$ cat src/rtl/vtp_pkg.sv
// ---------------------------------------------------------------------------
// vtp_pkg
// shared types and constants for the vertex transform and perspective divide
// ---------------------------------------------------------------------------
package vtp_pkg;

   localparam int QW         = 32;  // q16.16 word width
   localparam int FRAC_W     = 16;  // fraction bits
   localparam int NUM_REGS   = 8;   // 64-bit matrix registers
   localparam int REG_W      = 64;
   localparam int ADDR_W     = 6;   // byte address, 8 bytes a register
   localparam int FIFO_DEPTH = 4;
   localparam int FIFO_AW    = 2;
   localparam int CNT_W      = 3;   // holds 0..FIFO_DEPTH
   localparam int NUM_W      = QW + FRAC_W;  // dividend width
   localparam int DIV_STEPS  = NUM_W;        // one quotient bit a stage

   typedef logic [NUM_REGS-1:0][REG_W-1:0] matrix_type;

   // transformed point handed from front to back
   typedef struct packed {
      logic signed [QW-1:0] x;
      logic signed [QW-1:0] y;
      logic signed [QW-1:0] z;
      logic signed [QW-1:0] w;
      logic                 sat;
   } xform_type;

endpackage

$ cat src/rtl/vtp_fifo.sv
// ---------------------------------------------------------------------------
// vtp_fifo
// short queue between the transform front and the divide back
// ---------------------------------------------------------------------------
module vtp_fifo import vtp_pkg::*; (
   input  logic             clock,
   input  logic             reset,
   input  logic             push,
   input  xform_type        push_item,
   input  logic             pop,
   output logic             empty,
   output xform_type        head,
   output logic [CNT_W-1:0] count
);

   xform_type          mem_ff [0:FIFO_DEPTH-1];
   logic [FIFO_AW-1:0] wr_ptr_ff;
   logic [FIFO_AW-1:0] rd_ptr_ff;
   logic [CNT_W-1:0]   cnt_ff;
   logic [CNT_W-1:0]   cnt_in;

   always_ff @(posedge clock) begin
      if (push) begin
         mem_ff[wr_ptr_ff] <= push_item;
      end
   end

   always_comb begin
      cnt_in = cnt_ff;
      if (push && !pop) begin
         cnt_in = cnt_ff + 1'b1;
      end else if (pop && !push) begin
         cnt_in = cnt_ff - 1'b1;
      end
   end

   always_ff @(posedge clock) begin
      if (reset) begin
         wr_ptr_ff <= '0;
         rd_ptr_ff <= '0;
         cnt_ff    <= '0;
      end else begin
         if (push) wr_ptr_ff <= wr_ptr_ff + 1'b1;
         if (pop)  rd_ptr_ff <= rd_ptr_ff + 1'b1;
         cnt_ff <= cnt_in;
      end
   end

   assign empty = cnt_ff == '0;
   assign head  = mem_ff[rd_ptr_ff];
   assign count = cnt_ff;

`ifndef SYNTH
   a_cnt_bound: assert property (@(posedge clock) disable iff (reset)
      cnt_ff <= CNT_W'(FIFO_DEPTH))
      else $error("queue count past depth");
   a_no_pop_empty: assert property (@(posedge clock) disable iff (reset)
      pop |-> cnt_ff != '0)
      else $error("pop from empty queue");
   a_push_grow: assert property (@(posedge clock) disable iff (reset)
      push && !pop |=> cnt_ff == $past(cnt_ff) + 1'b1)
      else $error("push lost");
`endif

endmodule

$ cat config.mk
export PLATFORM = sky130hd
export DESIGN_NAME = vtp_fifo
export DESIGN_NICKNAME = d
export VERILOG_FILES = /design/src/rtl/vtp_pkg.sv /design/src/rtl/vtp_fifo.sv
export SDC_FILE = /design/constraint.sdc
export NUM_CORES = 1
export LEC_CHECK = 0
export BUFFER_PORTS_ARGS = -buffer_cell sky130_fd_sc_hd__buf_2
export CORE_MARGIN = 2
export CORE_UTILIZATION = 50
export DETAILED_ROUTE_END_ITERATION = 16
export PLACE_DENSITY = 0.8
export SYNTH_ARGS = -nofsm -noshare
export SYNTH_HDL_FRONTEND = slang
export SYNTH_SLANG_ARGS = --single-unit
$ cat constraint.sdc
create_clock -name clock -period 6.5 [get_ports clock]
set_input_delay 0.975 -clock clock [delete_from_list [all_inputs] [get_ports clock]]
set_output_delay 0.975 -clock clock [all_outputs]
set_load 0.1 [all_outputs]
==> results of run 1 <==
routing by layer:
metal  part of all wire (%)  vias up  track usage (%)
li1                       -     3700                -
met1                     39     4372             22.5
met2                     50      298             29.7
met3                    8.6       66             5.18
met4                    2.2        8             6.00
met5                   0.14        -                0
stage by stage:
stage                     utilization (%)  cell area, um2  cells  total power [W]  setup WS (ps)
after CTS                            60.1           22600   1566          0.00848           2270
after floorplan                         -           19000    716          0.00533           2070
after detailed placement             55.6           20900   1472          0.00560           2900
final                                60.1           22600   1570          0.00839           2410
after global routing                 60.1           22600   1568          0.00866           2130
after global placement               55.6           20900   1472          0.00557           2900
flip-flops by register name, summed over array words and instances, names as in the netlist, named ones only:
register / count
count: 3
mem_ff: 516
rd_ptr_ff: 2
wr_ptr_ff: 2
worst paths after layout:
path | startpoint | cells after the start | to
max | register | 3 | head[44]
min | rd_ptr_ff[1] | 2 | rd_ptr_ff[1]
max reg2reg | wr_ptr_ff[0] | 3 | mem_ff[1][42]
min reg2reg | rd_ptr_ff[1] | 2 | rd_ptr_ff[1]
critical path: stages (launching register included):
cell and delay [ps]:
dfxtp_4 810, buf_12 660, mux4_2 620, buf_2 310
power by group through the flow:
| stage | Sequential [W] | Clock (W) | Combinational [W] |
|---|---|---|---|
| floorplan | 0.00403 | 0 | 0.00130 |
| global placement | 0.00402 | 0 | 0.00156 |
| detailed placement | 0.00403 | 0 | 0.00157 |
| CTS | 0.00396 | 0.00295 | 0.00157 |
| global route | 0.00397 | 0.00307 | 0.00161 |
| finish | 0.00395 | 0.00288 | 0.00156 |
cells by family after synthesis:
kind of cell / after synthesis
AO/OA/AOI/OAI: 2
AND/OR/NAND/NOR: 14
multiplexers: 131
XOR/XNOR: 5
flip-flops: 525
adder cells (fa/ha/maj): 6
buffers and inverters: 33
area by class of cell:
cell class / instances / area share (%)
tap: 511 / 2.83
timing repair buffer: 274 / 6.34
clock buffer: 68 / 6.30
antenna: 4 / 0.0443
clock inverter: 26 / 1.06
inverter: 4 / 0.0665
sequential: 525 / 69.5
multi-input combinational: 158 / 13.9
cell usage after synthesis, drive strengths merged:
cell / count
nor3: 1
nand2: 1
xor2: 3
dfxtp: 9
o21ai: 1
a21oi: 1
or3: 1
fa: 1
xnor2: 2
mux4: 129
edfxtp: 516
buf: 25
nor2: 7
inv: 4
mux2i: 2
and2: 4
ha: 5
clkbuf: 4
==> impl_metrics.json, run 1 <==
{
  "synth_area_leaders": "edfxtp_1 81%, mux4_2 15%, dfxtp_1 0.95%, buf_6 0.77%, ha_1 0.33%",
  "critPathMaxFanout": 96,
  "synth.distinct_cells": 20,
  "final_common_cell": "edfxtp_1",
  "drc_errors": 0,
  "grt_pass1_vias": 9176,
  "dp_hpwl_mm": 20.4,
  "cts_tree": "yes",
  "cts_root_buffer": "clkbuf_16",
  "track_usage_pct": 17.8,
  "final_nets": 1153,
  "leakage_nw": 7.55,
  "p_int_w": 0.00590,
  "postSynthCellCount": 716,
  "arrival_ps": 3120,
  "maxCapViolCount": 0,
  "synth-xor-area-share_pct": 0.230,
  "worstSetupEndpointType": "primary output",
  "syn_area_per_cell_um2": 26.6,
  "p_clk_share_pct": 34.3,
  "finalClockSkew_ps": 7.76,
  "grt-ovfl-total": 0,
  "relSlewSlack_pct": 29.0,
  "coreArea_um2": 37600,
  "r2r_slack_ps": 4140,
  "crit_type": "reg -> out",
  "io_buffers": 265,
  "drive_above_1_share_pct": 45.9,
  "p_seq_share_pct": 47.1,
  "clock_latency_ps": 570,
  "grt_max_degree": 97,
  "finalHoldViolCount": 0,
  "syn2layout_area_growth_pct": 18.6,
  "htreeDepth": 2,
  "drtAntennaViolNets": 0,
  "multi_input_area_um2": 3140,
  "cts_repair_resize_count": 0,
  "drt-total-wl_mm": 35.1,
  "synthSimpleGateAreaFrac_pct": 0.348,
  "cts_buffers": 51,
  "power_density_nw_per_um2": 372,
  "synth_mux_area_share_pct": 15.4,
  "pin_count": 266,
  "num_vias": 8444,
  "required_ps": 5520,
  "tightest_slew_ps": 1070,
  "cts.clk_slew.worst_paths_ps": 60,
  "grt_antenna_before_repair": 7,
  "seq_area_um2": 15700,
  "switching_share_pct": 29.7,
  "setup-violations-final": 0,
  "outcome": "complete, no violations",
  "clock_path_buffers": 3,
  "synthAdderAreaFrac_pct": 0.434,
  "die_x_um": 199,
  "die_area_um2": 39700,
  "hold_slack_ps": 543,
  "row_count": 71,
  "ys_ff_latch": 525,
  "final_cell_mix": "516 x edfxtp_1, 265 x buf_2, 129 x mux4_2, 53 x clkbuf_16, 11 x clkbuf_1",
  "fin_crit_sh_pct": 63.0,
  "synth_top_family_by_area": "multiplexers",
  "max_freq_mhz": 244,
  "start_util_pct": 50.7,
  "syn_nets": 855,
  "nFillCells": 2612,
  "cts_setup_buffers": 0,
  "grt_setup_unrepaired": "false",
  "drtIter0Drc": 428,
  "p_switching_w": 0.00249,
  "grt_pass1_wl_mm": 52.1,
  "netlist_area_um2": 19000,
  "die_y_um": 199,
  "tns_ps": 0,
  "vdd_drop_max_uv": 299,
  "fin_crit_ps": 4090,
  "slew_violations": 0,
  "yosysWarnings": 0,
  "wl_per_cell_um": 22.4,
  "viasPerCell": 5.38,
  "synth_compound_area_share_pct": 0.0526,
  "cts_hold_buf": 0,
  "place.gp.congestion": 0.686,
  "cp-start-kind": "register",
  "synth_top_cell_area_share_pct": 81.4,
  "drtPass1Iterations": 4,
  "clock-sinks": 525,
  "hold_path.class": "reg -> reg",
  "synth_top_cell_by_area": "edfxtp_1",
  "ys_seq_area_share_pct": 82.3,
  "combPwrFrac_pct": 18.6
}
No activity file was read; power rests on OpenSTA's default activity.
==> run 2, diff against run 1 <==
PLACE_DENSITY = 0.83   (was 0.8)
clock period = 3.71 ns   (was 6.5 ns; I/O delays follow)
==> run 2 against run 1 <==
Final cell count increased by 0.51%. Die area stayed put. Critical path depth unchanged. Hold slack worse by 350 ps. Sequential cell count stayed put. Clock power increased by 68%. Via count decreased by 0.43%. Combinational power is 79% higher. Critical endpoint is now head[108]. Largest power group unchanged.
==> impl_metrics.json, run 2 (synthesis results as in run 1) <==
{
  "p_seq_share_pct": 47.4,
  "final_common_cell": "edfxtp_1",
  "num_vias": 8408,
  "grt_setup_unrepaired": "false",
  "fin_crit_ps": 2850,
  "cpMaxStageDelayCell": "mux4_2",
  "die_area_um2": 39700,
  "dp_hpwl_mm": 21.2,
  "place.gp.congestion": 0.728,
  "track_usage_pct": 17.9,
  "grt-ovfl-total": 0,
  "rr_worst_depth": 3,
  "crit_type": "reg -> out",
  "final_cell_mix": "516 x edfxtp_1, 265 x buf_2, 129 x mux4_2, 52 x clkbuf_16",
  "vdd_drop_max_uv": 622,
  "grt_pass1_vias": 8986,
  "hold_slack_ps": 194,
  "max_freq_mhz": 351,
  "final_nets": 1160,
  "drtIter0Drc": 508,
  "min-delay-start": "push_item[107]",
  "hold_path.class": "in -> reg",
  "post-route-cell-area_um2": 22600,
  "cts_hold_buf": 0,
  "clock_path_buffers": 3,
  "cts_tree": "yes",
  "r2r-start": "wr_ptr_ff[0]",
  "crit_family": "buffers and inverters",
  "die_y_um": 199,
  "grt_antenna_before_repair": 7,
  "worstSetupEndpointType": "primary output",
  "row_count": 71,
  "tightest_slew_ps": 814,
  "switching_share_pct": 29.8,
  "power_density_nw_per_um2": 641,
  "cts_buffers": 50,
  "required_ps": 3150,
  "io_buffers": 265,
  "placed_cell_area_um2": 21100,
  "drc_errors": 0,
  "cts.clk_slew.worst_paths_ps": 60,
  "setup-violations-final": 0,
  "hold_depth": 1,
  "finalClockSkew_ps": 16.5,
  "fin_crit_sh_pct": 76.8,
  "drt-total-wl_mm": 34.7,
  "max_stage_delay_ps": 590,
  "wl_per_cell_um": 22.0,
  "syn2layout_area_growth_pct": 18.9,
  "slew_violations": 0,
  "clock-sinks": 525,
  "coreArea_um2": 37600,
  "cts_root_buffer": "clkbuf_16",
  "p_switching_w": 0.00433,
  "htreeDepth": 2,
  "cts_setup_buffers": 0,
  "largest_register": "mem_ff",
  "pin_count": 266,
  "r2r_slack_ps": 1740,
  "p_int_w": 0.0102,
  "min_to": "mem_ff[2][107]",
  "leakage_nw": 7.59,
  "relSlewSlack_pct": 45.8,
  "clock_latency_ps": 570,
  "grt_pass1_wl_mm": 52.2,
  "viasPerCell": 5.33,
  "crit_chain": "buf_12 -> mux4_2 -> buf_2",
  "tns_ps": 0,
  "p_clk_share_pct": 33.4,
  "drtPass1Iterations": 4,
  "cp-start-kind": "register",
  "critPathMaxFanout": 56,
  "cp.buffers_inverters": 2,
  "drive_above_1_share_pct": 45.7,
  "combPwrFrac_pct": 19.2,
  "largest_register_ffs": 516,
  "arrival_ps": 2290,
  "outcome": "complete, no violations",
  "worstReg2RegEnd": "mem_ff[3][12]",
  "cts_repair_resize_count": 0,
  "die_x_um": 199,
  "grt_max_degree": 74,
  "drtAntennaViolNets": 0,
  "start_util_pct": 50.7,
  "maxCapViolCount": 0,
  "finalHoldViolCount": 0
}
run 2: cell count changes in the layout (fill, tap and decap cells not counted), moves of 2 or more:
cell	delta
diode_2	+2
clkbuf_8	-2
buf_12	+7
clkinv_1	+4
clkinvlp_4	-4
run 2: stage by stage:
stage	cells	worst slack, ps	utilization [%]	power (W)
5_1_grt	1574	729	60.2	0.0150
4_1_cts	1572	769	60.2	0.0147
3_3_place_gp	1480	1410	56.0	0.00978
2_1_floorplan	716	252	-	0.00933
6_report	1578	862	60.3	0.0145
3_5_place_dp	1480	1410	56.0	0.00983
run 2: worst max path at each step:
stage	slack, ps	cells after the start	end
2_1_floorplan	250	1	empty
3_3_place_gp	1410	3	head[60]
3_5_place_dp	1410	3	head[116]
4_1_cts	770	3	head[116]
5_1_grt	730	3	head[104]
6_report	860	3	head[108]
run 2: cell type report:
cell class,count,area [um2]
sequential,525,15700
fill,2554,14900
multi-input combinational,158,3140
timing repair buffer,282,1580
clock buffer,66,1370
tap,511,639
clock inverter,26,201
inverter,4,15.0
antenna,6,15.0
run 2: power by group through the flow:
stage          sequential, W  clock (W)  combinational (W)
3_5_place_dp         0.00701          0            0.00281
2_1_floorplan        0.00704          0            0.00229
5_1_grt              0.00690    0.00518            0.00289
4_1_cts              0.00689    0.00496            0.00282
6_report             0.00689    0.00484            0.00279
3_3_place_gp         0.00699          0            0.00279
run 2: layer usage:
| metal | GRT usage (%) | vias to the layer above | wire [um] | share of wire [%] |
|---|---|---|---|---|
| met5 | 0 | - | 44 | 0.13 |
| met4 | 7.10 | 6 | 901 | 2.6 |
| met3 | 4.98 | 63 | 2590 | 7.5 |
| met2 | 29.2 | 254 | 17200 | 50 |
| met1 | 23.0 | 4367 | 14000 | 40 |
| li1 | - | 3718 | - | - |
